## config.mk

```make
export PLATFORM = sky130hd
export DESIGN_NAME = http_chunked_body_decoder_top_flat
export DESIGN_NICKNAME = d
export VERILOG_FILES = /design/src/sv/hcd_pkg.sv /design/src/sv/hcd_in_if.sv /design/src/sv/hcd_out_if.sv /design/src/sv/hcd_in_stage.sv /design/src/sv/hcd_parser.sv /design/src/sv/hcd_out_stage.sv /design/src/sv/http_chunked_body_decoder_top.sv /design/src/flat_wrapper.sv
export SDC_FILE = /design/constraint.sdc
export NUM_CORES = 1
export LEC_CHECK = 0
export BUFFER_PORTS_ARGS = -buffer_cell sky130_fd_sc_hd__buf_2
export CORE_ASPECT_RATIO = 1.4
export CORE_MARGIN = 10
export CORE_UTILIZATION = 55
export CTS_CLUSTER_SIZE = 14
export DETAILED_ROUTE_END_ITERATION = 10
export PLACE_DENSITY = 0.71
export SLEW_MARGIN = 15
export SYNTH_ARGS = -nofsm -noshare
export SYNTH_HDL_FRONTEND = slang
export SYNTH_SLANG_ARGS = --single-unit
```

## constraint.sdc

```tcl
create_clock -name clk -period 8 [get_ports clk]
set_clock_uncertainty 0.05 [all_clocks]
set_input_delay 1.6 -clock clk [delete_from_list [all_inputs] [get_ports clk]]
set_output_delay 1.6 -clock clk [all_outputs]
set_load 0.02 [all_outputs]
```

## src/sv/hcd_pkg.sv

```systemverilog
// ============================================================================
// hcd_pkg
// Shared types, constants and helpers of the chunked body decoder.
// ============================================================================
`default_nettype none

package hcd_pkg;

    localparam int BYTE_W          = 8;
    localparam int SIZE_W          = 64;
    localparam int MAX_SIZE_DIGITS = 16;
    localparam int DCNT_W          = 5;
    localparam int HMATCH_W        = 2;
    localparam int TRAIL_W         = 2;
    localparam int STATUS_W        = 2;
    localparam int HEX_W           = 4;

    localparam logic [DCNT_W-1:0]   DCNT_SAT   = '1;
    localparam logic [HMATCH_W-1:0] HMATCH_END = '1;
    localparam logic [TRAIL_W-1:0]  TRAIL_LEN  = TRAIL_W'(2);

    localparam logic [BYTE_W-1:0] CHAR_CR = 8'h0D;
    localparam logic [BYTE_W-1:0] CHAR_LF = 8'h0A;

    localparam logic [STATUS_W-1:0] ST_DECODING = 2'd0;
    localparam logic [STATUS_W-1:0] ST_LAST     = 2'd1;
    localparam logic [STATUS_W-1:0] ST_ERROR    = 2'd2;

    typedef enum logic [2:0] {
        PH_HEADER  = 3'd0,
        PH_SIZE    = 3'd1,
        PH_SIZE_CR = 3'd2,
        PH_DATA    = 3'd3,
        PH_TRAIL   = 3'd4,
        PH_DONE    = 3'd5,
        PH_ERROR   = 3'd6
    } hcd_phase_t;

    typedef struct packed {
        logic              first_byte;
        logic [BYTE_W-1:0] in_byte;
    } hcd_item_t;

    typedef struct packed {
        logic                emit;
        logic [BYTE_W-1:0]   out_byte;
        logic                is_body;
        logic [STATUS_W-1:0] status;
    } hcd_result_t;

    typedef struct packed {
        hcd_phase_t phase;
    } hcd_stat_t;

    // Hex digit decode: bit 4 flags a valid digit, bits 3:0 carry its value.
    function automatic logic [HEX_W:0] hex_decode(input logic [BYTE_W-1:0] b);
        logic [HEX_W:0] r;
        r = '0;
        if (b >= 8'h30 && b <= 8'h39)
        begin
            r = {1'b1, HEX_W'(b - 8'h30)};
        end
        else if (b >= 8'h61 && b <= 8'h66)
        begin
            r = {1'b1, HEX_W'(b - 8'h57)};
        end
        else if (b >= 8'h41 && b <= 8'h46)
        begin
            r = {1'b1, HEX_W'(b - 8'h37)};
        end
        return r;
    endfunction

endpackage

`default_nettype wire

```

## src/sv/hcd_in_if.sv

```systemverilog
// ============================================================================
// hcd_in_if
// Raw message byte channel: valid/ready with one byte and a restart mark.
// ============================================================================
`default_nettype none

interface hcd_in_if
    import hcd_pkg::*;
();
    logic              valid;
    logic              ready;
    logic [BYTE_W-1:0] in_byte;
    logic              first_byte;

    modport source (output valid, output in_byte, output first_byte, input ready);
    modport sink   (input valid, input in_byte, input first_byte, output ready);
endinterface

`default_nettype wire

```

## src/sv/hcd_out_if.sv

```systemverilog
// ============================================================================
// hcd_out_if
// Decoded result channel: valid/ready with byte, body flag and status.
// ============================================================================
`default_nettype none

interface hcd_out_if
    import hcd_pkg::*;
();
    logic                valid;
    logic                ready;
    logic                emit;
    logic [BYTE_W-1:0]   out_byte;
    logic                is_body;
    logic [STATUS_W-1:0] status;

    modport source (output valid, output emit, output out_byte, output is_body,
                    output status, input ready);
    modport sink   (input valid, input emit, input out_byte, input is_body,
                    input status, output ready);
endinterface

`default_nettype wire

```

## src/sv/hcd_in_stage.sv

```systemverilog
// ============================================================================
// hcd_in_stage
// Input register: captures one raw byte transaction per cycle unless stalled.
// ============================================================================
`default_nettype none

module hcd_in_stage
    import hcd_pkg::*;
(
    input  wire logic  clk,
    input  wire logic  rst_n,
    hcd_in_if.sink     raw,
    input  wire logic  take,
    output hcd_item_t  item,
    output logic       item_valid
);

    logic      valid_reg;
    logic      valid_next;
    hcd_item_t item_reg;

    assign raw.ready = !valid_reg || take;

    always_comb
    begin
        valid_next = valid_reg;
        if (raw.ready)
        begin
            valid_next = raw.valid;
        end
    end

    always_ff @(posedge clk or negedge rst_n)
    begin
        if (!rst_n)
        begin
            valid_reg <= 1'b0;
        end
        else
        begin
            valid_reg <= valid_next;
        end
    end

    // hold the payload while stalled
    always_ff @(posedge clk)
    begin
        if (raw.ready && raw.valid)
        begin
            item_reg <= '{first_byte: raw.first_byte, in_byte: raw.in_byte};
        end
    end

    assign item       = item_reg;
    assign item_valid = valid_reg;

endmodule

`default_nettype wire

```

## src/sv/hcd_parser.sv

```systemverilog
// ============================================================================
// hcd_parser
// Parser state and single-pass byte update for chunked decoding.
// ============================================================================
`default_nettype none

module hcd_parser
    import hcd_pkg::*;
(
    input  wire logic        clk,
    input  wire logic        rst_n,
    input  wire logic        cfg_we,
    input  wire logic        cfg_wdata,
    input  wire hcd_item_t   item,
    input  wire logic        fire,
    output hcd_result_t      result,
    output hcd_stat_t        stat
);

    logic               hp_reg;
    hcd_phase_t         ph_reg,    ph_next;
    logic [HMATCH_W-1:0] hm_reg,   hm_next;
    logic [SIZE_W-1:0]  chunk_reg, chunk_next;
    logic [DCNT_W-1:0]  dcnt_reg,  dcnt_next;
    logic               ext_reg,   ext_next;
    logic [SIZE_W-1:0]  left_reg,  left_next;
    logic [TRAIL_W-1:0] trail_reg, trail_next;

    // state seen by this byte, after an optional restart
    hcd_phase_t          ph_cur;
    logic [HMATCH_W-1:0] hm_cur;
    logic [SIZE_W-1:0]   chunk_cur;
    logic [DCNT_W-1:0]   dcnt_cur;
    logic                ext_cur;
    logic [SIZE_W-1:0]   left_cur;
    logic [TRAIL_W-1:0]  trail_cur;

    logic [BYTE_W-1:0]  b;
    logic [HEX_W:0]     hex;
    logic [BYTE_W-1:0]  want;
    logic [SIZE_W-1:0]  left_dec;
    logic [TRAIL_W-1:0] trail_dec;

    assign b         = item.in_byte;
    assign hex       = hex_decode(b);
    assign want      = hm_cur[0] ? CHAR_LF : CHAR_CR;
    assign left_dec  = left_cur - SIZE_W'(1);
    assign trail_dec = (trail_cur != '0) ? trail_cur - TRAIL_W'(1) : trail_cur;

    always_comb
    begin
        if (item.first_byte)
        begin
            ph_cur    = hp_reg ? PH_HEADER : PH_SIZE;
            hm_cur    = '0;
            chunk_cur = '0;
            dcnt_cur  = '0;
            ext_cur   = 1'b0;
            left_cur  = '0;
            trail_cur = '0;
        end
        else
        begin
            ph_cur    = ph_reg;
            hm_cur    = hm_reg;
            chunk_cur = chunk_reg;
            dcnt_cur  = dcnt_reg;
            ext_cur   = ext_reg;
            left_cur  = left_reg;
            trail_cur = trail_reg;
        end
    end

    // next state
    always_comb
    begin
        ph_next    = ph_cur;
        hm_next    = hm_cur;
        chunk_next = chunk_cur;
        dcnt_next  = dcnt_cur;
        ext_next   = ext_cur;
        left_next  = left_cur;
        trail_next = trail_cur;
        unique case (ph_cur)
            PH_HEADER:
            begin
                if (b == want)
                begin
                    if (hm_cur == HMATCH_END)
                    begin
                        hm_next    = '0;
                        ph_next    = PH_SIZE;
                        chunk_next = '0;
                        dcnt_next  = '0;
                        ext_next   = 1'b0;
                    end
                    else
                    begin
                        hm_next = hm_cur + HMATCH_W'(1);
                    end
                end
                else
                begin
                    hm_next = (b == CHAR_CR) ? HMATCH_W'(1) : '0;
                end
            end
            PH_SIZE:
            begin
                if (b == CHAR_CR)
                begin
                    ph_next = PH_SIZE_CR;
                end
                else if (hex[HEX_W] && !ext_cur)
                begin
                    if (dcnt_cur < DCNT_W'(MAX_SIZE_DIGITS))
                    begin
                        chunk_next = {chunk_cur[SIZE_W-HEX_W-1:0], hex[HEX_W-1:0]};
                    end
                    if (dcnt_cur != DCNT_SAT)
                    begin
                        dcnt_next = dcnt_cur + DCNT_W'(1);
                    end
                end
                else
                begin
                    ext_next = 1'b1;
                end
            end
            PH_SIZE_CR:
            begin
                if (b == CHAR_LF)
                begin
                    if (dcnt_cur == '0 || dcnt_cur > DCNT_W'(MAX_SIZE_DIGITS))
                    begin
                        ph_next = PH_ERROR;
                    end
                    else if (chunk_cur == '0)
                    begin
                        ph_next = PH_DONE;
                    end
                    else
                    begin
                        left_next = chunk_cur;
                        ph_next   = PH_DATA;
                    end
                end
                else if (b == CHAR_CR)
                begin
                    ext_next = 1'b1;
                end
                else
                begin
                    ext_next = 1'b1;
                    ph_next  = PH_SIZE;
                end
            end
            PH_DATA:
            begin
                left_next = left_dec;
                if (left_dec == '0)
                begin
                    trail_next = TRAIL_LEN;
                    ph_next    = PH_TRAIL;
                end
            end
            PH_TRAIL:
            begin
                trail_next = trail_dec;
                if (trail_dec == '0)
                begin
                    chunk_next = '0;
                    dcnt_next  = '0;
                    ext_next   = 1'b0;
                    ph_next    = PH_SIZE;
                end
            end
            default:
            begin
                ph_next = ph_cur;
            end
        endcase
    end

    // outputs
    always_comb
    begin
        result = '0;
        unique case (ph_cur)
            PH_HEADER:
            begin
                result.emit     = 1'b1;
                result.out_byte = b;
            end
            PH_DATA:
            begin
                result.emit     = 1'b1;
                result.out_byte = b;
                result.is_body  = 1'b1;
            end
            default:
            begin
                result.emit = 1'b0;
            end
        endcase
        if (ph_next == PH_DONE)
        begin
            result.status = ST_LAST;
        end
        else if (ph_next == PH_ERROR)
        begin
            result.status = ST_ERROR;
        end
        else
        begin
            result.status = ST_DECODING;
        end
    end

    always_ff @(posedge clk or negedge rst_n)
    begin
        if (!rst_n)
        begin
            hp_reg    <= 1'b1;
            ph_reg    <= PH_HEADER;
            hm_reg    <= '0;
            chunk_reg <= '0;
            dcnt_reg  <= '0;
            ext_reg   <= 1'b0;
            left_reg  <= '0;
            trail_reg <= '0;
        end
        else if (cfg_we)
        begin
            hp_reg    <= cfg_wdata;
            ph_reg    <= cfg_wdata ? PH_HEADER : PH_SIZE;
            hm_reg    <= '0;
            chunk_reg <= '0;
            dcnt_reg  <= '0;
            ext_reg   <= 1'b0;
            left_reg  <= '0;
            trail_reg <= '0;
        end
        else if (fire)
        begin
            ph_reg    <= ph_next;
            hm_reg    <= hm_next;
            chunk_reg <= chunk_next;
            dcnt_reg  <= dcnt_next;
            ext_reg   <= ext_next;
            left_reg  <= left_next;
            trail_reg <= trail_next;
        end
    end

    assign stat.phase = ph_reg;

endmodule

`default_nettype wire

```

## src/sv/hcd_out_stage.sv

```systemverilog
// ============================================================================
// hcd_out_stage
// Result register: holds one decoded transaction until the sink takes it.
// ============================================================================
`default_nettype none

module hcd_out_stage
    import hcd_pkg::*;
(
    input  wire logic        clk,
    input  wire logic        rst_n,
    input  wire logic        item_valid,
    input  wire hcd_result_t result,
    output logic             take,
    hcd_out_if.source        dec
);

    logic        valid_reg;
    logic        valid_next;
    hcd_result_t res_reg;
    logic        advance;

    assign advance = !valid_reg || dec.ready;
    assign take    = item_valid && advance;

    always_comb
    begin
        valid_next = valid_reg;
        if (advance)
        begin
            valid_next = item_valid;
        end
    end

    always_ff @(posedge clk or negedge rst_n)
    begin
        if (!rst_n)
        begin
            valid_reg <= 1'b0;
        end
        else
        begin
            valid_reg <= valid_next;
        end
    end

    always_ff @(posedge clk)
    begin
        if (take)
        begin
            res_reg <= result;
        end
    end

    assign dec.valid    = valid_reg;
    assign dec.emit     = res_reg.emit;
    assign dec.out_byte = res_reg.out_byte;
    assign dec.is_body  = res_reg.is_body;
    assign dec.status   = res_reg.status;

endmodule

`default_nettype wire

```

## src/sv/http_chunked_body_decoder_top.sv

```systemverilog
// ============================================================================
// http_chunked_body_decoder_top
// HTTP/1.1 chunked transfer decoder, one byte per transaction.
// ============================================================================
// Feed the raw message on raw, one byte per transaction, with first_byte set
// on the opening byte of each message to restart the parser. Every input
// transaction yields exactly one result transaction on dec: header bytes
// (while header_present is 1, up to and including the blank line) and chunk
// data bytes come out with emit set and is_body telling them apart; size
// lines and the two bytes after each chunk are dropped with emit clear.
// status reports 1 once the zero-size chunk is seen and 2 when a size line
// has no hex digits or more than 16; after that every byte is swallowed until
// the next restart. The block takes one byte per clock cycle while dec is not
// stalled: the whole per-byte update sits between an input register and a
// result register, and a new byte can enter the input register while a
// finished result still waits. Write header_present through cfg_we and
// cfg_wdata only while the block is idle; a write also restarts the parser.
// ============================================================================
`default_nettype none

module http_chunked_body_decoder_top
    import hcd_pkg::*;
(
    input  wire logic clk,
    input  wire logic rst_n,
    input  wire logic cfg_we,
    input  wire logic cfg_wdata,
    hcd_in_if.sink    raw,
    hcd_out_if.source dec
);

    hcd_item_t   item;
    logic        item_valid;
    logic        take;
    hcd_result_t result;
    hcd_stat_t   stat;

    // capture the incoming transaction
    hcd_in_stage u_in_stage (
        .clk        (clk),
        .rst_n      (rst_n),
        .raw        (raw),
        .take       (take),
        .item       (item),
        .item_valid (item_valid)
    );

    // advance the parser state as the byte moves into the result register
    hcd_parser u_parser (
        .clk       (clk),
        .rst_n     (rst_n),
        .cfg_we    (cfg_we),
        .cfg_wdata (cfg_wdata),
        .item      (item),
        .fire      (take),
        .result    (result),
        .stat      (stat)
    );

    // hold the result until the sink takes it
    hcd_out_stage u_out_stage (
        .clk        (clk),
        .rst_n      (rst_n),
        .item_valid (item_valid),
        .result     (result),
        .take       (take),
        .dec        (dec)
    );

    // A passed-on byte never coincides with the end of decoding.
    a_emit_status : assert property (@(posedge clk) disable iff (!rst_n)
        dec.valid && dec.emit |-> dec.status == ST_DECODING)
        else $error("byte passed on with a final status");

    // Body data is always flagged as emitted.
    a_body_emit : assert property (@(posedge clk) disable iff (!rst_n)
        dec.valid && dec.is_body |-> dec.emit)
        else $error("body flag without emit");

    // A register write restarts the parser in the matching phase.
    a_cfg_restart : assert property (@(posedge clk) disable iff (!rst_n)
        cfg_we |=> (($past(cfg_wdata) && stat.phase == PH_HEADER) ||
                    (!$past(cfg_wdata) && stat.phase == PH_SIZE)))
        else $error("parser not restarted by register write");

    // Back-pressure to the source only comes from a held input register.
    a_ready_hold : assert property (@(posedge clk) disable iff (!rst_n)
        !raw.ready |-> item_valid && dec.valid && !dec.ready)
        else $error("input stalled without a full pipeline");

endmodule

`default_nettype wire

```

## src/flat_wrapper.sv

```systemverilog
// flat-port wrapper written by rule: the top's interface ports become plain ports
module http_chunked_body_decoder_top_flat import hcd_pkg::*;
  (clk, rst_n, cfg_we, cfg_wdata, raw_valid, raw_in_byte, raw_first_byte, raw_ready, dec_valid, dec_emit, dec_out_byte, dec_is_body, dec_status, dec_ready);
  hcd_in_if raw_i ();
  hcd_out_if dec_i ();
  input  wire logic clk;
  input  wire logic rst_n;
  input  wire logic cfg_we;
  input  wire logic cfg_wdata;
  input wire logic [$bits(raw_i.valid)-1:0] raw_valid;
  input wire logic [$bits(raw_i.in_byte)-1:0] raw_in_byte;
  input wire logic [$bits(raw_i.first_byte)-1:0] raw_first_byte;
  output wire logic [$bits(raw_i.ready)-1:0] raw_ready;
  output wire logic [$bits(dec_i.valid)-1:0] dec_valid;
  output wire logic [$bits(dec_i.emit)-1:0] dec_emit;
  output wire logic [$bits(dec_i.out_byte)-1:0] dec_out_byte;
  output wire logic [$bits(dec_i.is_body)-1:0] dec_is_body;
  output wire logic [$bits(dec_i.status)-1:0] dec_status;
  input wire logic [$bits(dec_i.ready)-1:0] dec_ready;
  assign raw_i.valid = raw_valid;
  assign raw_i.in_byte = raw_in_byte;
  assign raw_i.first_byte = raw_first_byte;
  assign raw_ready = raw_i.ready;
  assign dec_valid = dec_i.valid;
  assign dec_emit = dec_i.emit;
  assign dec_out_byte = dec_i.out_byte;
  assign dec_is_body = dec_i.is_body;
  assign dec_status = dec_i.status;
  assign dec_i.ready = dec_ready;
  http_chunked_body_decoder_top u_core (.clk(clk), .rst_n(rst_n), .cfg_we(cfg_we), .cfg_wdata(cfg_wdata), .raw(raw_i), .dec(dec_i));
endmodule
```

# Yosys cells after proc, flatten, opt, wreduce, memory -nomap -nowiden
# Index checks and enable logic that the tools add are counted.
[totals] ff_bits=165 in_bits=15 output_inout_bits=14 word_cells=134
[classes] addsub=7 n_lt_le_gt_ge=8 n_eq_ne=11 muxes=72 reduce_logical=20
[ops] op="$mux 64" count=15
[ops] op="$pmux 64 s3" count=1
[ops] op="$logic_not 64->1" count=2
[ops] op="$pmux 64 s2" count=1
[ops] op="$sub 64x1->64 const B" count=1
[ops] op="$mux 5" count=12
[ops] op="$mux 3" count=13
[ops] op="$mux 2" count=12
[ops] op="$eq 8x4->1 const B" count=2
[ops] op="$ge 8x7->1 const B" count=2
[ops] op="$le 8x7->1 const B" count=2
[ops] op="$pmux 3 s5" count=1
[ops] op="$pmux 5 s3" count=1
[ops] op="$mux 1" count=14
[ops] op="$eq 3x3->1 const B" count=3
[ops] op="$eq 8x4->1" count=1
[ops] op="$ge 8x6->1 const B" count=1
[ops] op="$le 8x6->1 const B" count=1
[ops] op="$sub 4x3->4 const B" count=2
[ops] op="$eq 3x2->1 const B" count=2
[ops] op="$logic_and 1x1->1" count=6
[ops] op="$add 5x1->5 const B" count=1
[ops] op="$gt 5x5->1 const B" count=1
[ops] op="$logic_not 5->1" count=1
[ops] op="other kinds (15)" count=20

# Depth between registers and ports, before layout
[depth] word_depth=11 mapped_depth=21 ltp_nobuf=13

# Cells and area by module
# Synthesis repeated with hierarchy kept, for this count alone.
[hier_totals] cells_unflattened=1413 area_unflattened_um2=11514.8
[modules_own_cells] mod="hcd_parser" n_inst=1 cells_per_inst=1384 area_each_um2=10786.6 seq_area_each_um2=3554.7
[modules_own_cells] mod="hcd_out_stage" n_inst=1 cells_per_inst=16 area_each_um2=404.1 seq_area_each_um2=385.4
[modules_own_cells] mod="hcd_in_stage" n_inst=1 cells_per_inst=13 area_each_um2=324.1 seq_area_each_um2=295.3

# Least setup slack after synthesis
# No wires, ideal clock.
[synth_path] path_type="register to register" startpoint="reg u_core.u_in_stage.item_reg, in the netlist u_core.u_in_stage.item[8]" endpoint="reg u_core.u_out_stage.res_reg, in the netlist u_core.u_out_stage.dec.status[0], data pin" setup_ns=0.146 t_arrival_ns=5.396 required_time_ns=7.804 slack_ns=2.407 stages_incl_launch_ff=21 path_buffers=7 synth_period_minus_slack_ns=5.593 cell_sequence="edfxtp_1 > clkbuf_1 > clkinv_1 > clkbuf_1 > clkbuf_1 > clkbuf_1 > buf_1 > nand2_1 > ha_1 > clkbuf_1 > inv_1 > a21oi_1 > o21ai_0 > or4_1 > clkbuf_1 > or4b_2 > xor2_1 > nand4_1 > or4_4 > or4_4 > a21oi_1"
[synth_between] elab_chain_len=7 elab_cells_between_ends=35 cone_classes="2 x add/sub; 1 x order compare; 7 x eq/ne; 18 x mux; 7 x reduce/logical"
[synth_lines] element="from (decl)" line="hcd_in_stage.sv:20" source="hcd_item_t item_reg;"
[synth_lines] element="from (signal assigned)" line="hcd_in_stage.sv:50" source="item_reg <= '{first_byte: raw.first_byte, in_byte: raw.in_byte};"
[synth_lines] element="parallel branches: the longest is 5 deep, another holds $sub 64x1->64"
[synth_lines] element="$pmux 3 s5 *" line="hcd_parser.sv:84" source="unique case (ph_cur)"
[synth_lines] element="$eq 3x3->1 *" line="hcd_parser.sv:205" source="if (ph_next == PH_DONE)"
[synth_lines] element="to (signal assigned)" line="hcd_out_stage.sv:51" source="res_reg <= result;"
[synth_lines] element="to (decl)" line="hcd_out_stage.sv:20" source="hcd_result_t res_reg;"
# Every way passes the cells marked *.
# A chain may end at the register's enable or synchronous reset.

# Worst setup path after layout
# Ends and elaborated chain as after synthesis.

==> qor.yml <==
worst_slew_pin_slew_ns: 1.12
syn_inst: 1731
synth_edf_count: 21
pwr-share-clk_pct: 33.7
die_h_um: 201
ys.warnings.count: 0
ys_seq_elements: 165
remaining_drc_errors: 0
worstPathCellList: "inv_2 -> nand2_1 -> ha_1 -> inv_1 -> a21oi_1 -> buf_4 -> o21ai_0 -> or4_1 -> or4b_2 -> xor2_1 -> nand4_1 -> or4_4 -> or4_4 -> a21oi_1"
clock_sinks: 165
hold_path.class: "reg -> reg"
crit_type: "reg -> reg"
htree_levels: 4
crit_fanout: 25
p_sw_uw: 989
avgRoutedWirePerCell_um: 25.1
ys_seq_area_share_pct: 32.7
die_x_um: 150
drt_iter0_markers: 2066
rsz0062_at_grt: "false"
drt-total-wl_um: 49000
p_leak_nw: 5.34
clk_latency_ns: 0.45
worst_ir_drop_vdd_mv: 0.153
timing.setup.tns_ns: 0
grt_use_total_pct: 31.6
hold_viol: 0
fin_crit_ns: 6.18
cts_hold_buf: 0
finalCritPeriodShare_pct: 77.3
vias: 13900
crit_slowest_cell: "edfxtp_1"
netSwitchingFraction_pct: 37.9
cpPeakStageDelay_ns: 1.00
setup_viol: 0
maxSlewHeadroom_pct: 25.4
clkTransAtPathRegs_ns: 0.07
gp_congestion: 1.03
clockRootBuffer: "clkbuf_16"
antenna_found_initial: 1
synthFlopType: "dfrtp_1"
power_density_nw_per_um2: 191
grt_overflow: 0
cp_top_family: "simple AND/OR/NAND/NOR gates"
core-area_sq_um: 23200
syn_avg_cell_area_sq_um: 7.47
port-buffer-count: 28
synth_nets: 1755
fin_hold_ws_ns: 0.458
synthToLayoutAreaGrowth_pct: 5.76
p_comb_share_pct: 31.0
synthArstFlopShare_pct: 87.3
cts_max_path_buffers: 2
grt_pass1_wl_um: 75700
num_antenna_cells: 0
crit_required_ns: 8.24
grt_max_degree: 85
drive_above_1_share_pct: 7.76
yosysUniqueCellTypes: 74
cp-end-kind: "flip-flop"
synth_area_sq_um: 12900
fmax_mhz: 162
first_pass_iters: 6
cts_buffers: 17
start_util_pct: 55.7
postCtsSetupRepairBufs: 0
sequentialPowerShare_pct: 35.3
timing.final.max_slew_violations: 0
post_cts_resized: 0
fp-row-count: 66
via_per_inst: 7.08
nets: 1661
place_hpwl_um: 32300
grt_pass1_vias: 12700
maxCapViolations: 0
cp.arrival_ns: 6.42
ant_nets: 0
critPathLaunchType: "flip-flop"
ios: 29
worst-path-buf-inv: 3
dieArea_sq_um: 30100
internal_power_mw: 1.62
status: "finished clean"
cts_tree: "yes"
==> metrics by stage <==
step,total power [mW],worst slack (ns),area (sq um),instances,utilization (%)
after floorplan,1.48,2.41,12900,1731,-
after global placement,1.72,2.20,13100,1924,56.3
after detailed placement,1.72,2.01,13100,1924,56.4
after CTS,2.59,2.00,13700,1956,59.0
after global routing,2.71,1.61,13700,1956,59.0
final,2.61,1.82,13700,1956,59.0
==> worst min-delay path: cells and delay by family, from the launching register on <==
kind	cells	cell delay (ns)
DFF	1	0.39
buffers and inverters	1	0.05
AOI/OAI and AO/OA	1	0.06
==> cell type report <==
class	instances	area (sq um)
fill	2163	9520
multi-input combinational	1320	7820
sequential	165	4240
clock buffer	17	425
tap	306	383
timing repair buffer	54	344
inverter	79	297
clock inverter	15	176
==> logic make-up after synthesis <==
group / Yosys count / share of synthesized area (%)
compound gates: 635 / 31.1
simple gates: 600 / 22.3
buf+inv: 246 / 7.36
flops: 165 / 32.7
mux: 42 / 3.39
xor+xnor: 34 / 2.30
fa+ha+maj: 9 / 0.871
==> routing by layer <==
metal | GRT usage [%] | wire (um)
met1 | 42.1 | 19400
met2 | 47.1 | 22100
met3 | 5.64 | 4590
met5 | 0 | 19
met4 | 17.8 | 2860
==> power by group through the flow <==
stage               combinational (mW)  sequential (mW)  clock [mW]
floorplan                        0.561            0.918           0
global placement                 0.783            0.935           0
detailed placement               0.780            0.936           0
CTS                              0.785            0.920       0.881
global route                     0.868            0.925       0.917
finish                           0.809            0.922       0.881
==> worst paths after layout <==
| check | from | end | slack [ns] | cells past startpoint |
|---|---|---|---|---|
| setup / recovery | u_core.u_in_stage.item[8] | u_core.u_out_stage.dec.status[0] | 1.82 | 14 |
| hold / removal | u_core.u_parser.hp_reg | u_core.u_parser.hp_reg | 0.46 | 2 |
| setup reg to reg | u_core.u_in_stage.item[8] | u_core.u_out_stage.dec.status[0] | 1.82 | 14 |
| hold reg to reg | u_core.u_parser.hp_reg | u_core.u_parser.hp_reg | 0.46 | 2 |
| max in group asynchronous | rst_n | u_core.u_parser.chunk_reg[15] | 5.26 | 2 |
| min in group asynchronous | rst_n | u_core.u_parser.left_reg[6] | 1.14 | 1 |
==> cells in the mapped netlist (16+ instances only) <==
library cell | number | area (sq um)
nor2_1 | 208 | 781
o21ai_0 | 201 | 1010
clkbuf_1 | 145 | 544
a22oi_1 | 144 | 1080
dfrtp_1 | 143 | 3580
nand2_1 | 141 | 529
a21oi_1 | 135 | 676
inv_1 | 77 | 289
nor4_1 | 54 | 338
nand3_1 | 36 | 180
nor3_1 | 34 | 170
mux2i_1 | 28 | 280
nand4_1 | 24 | 150
edfxtp_1 | 21 | 631
xor2_1 | 18 | 158
nor2b_1 | 17 | 106
and2_1 | 16 | 100
xnor2_1 | 16 | 140
==> cells in the final DEF, fill, tap and decap left out, types with 18 or more instances in the layout <==
cell type,count
nor3_1,34
buf_4,27
nor4_1,53
edfxtp_1,21
mux2i_1,28
nor2_1,206
nand3_1,36
a22oi_1,144
nand2_1,140
buf_2,26
xor2_1,18
nand4_1,24
inv_1,77
dfrtp_1,142
a21oi_1,135
o21ai_0,198
No activity file was read; power rests on OpenSTA's default activity.
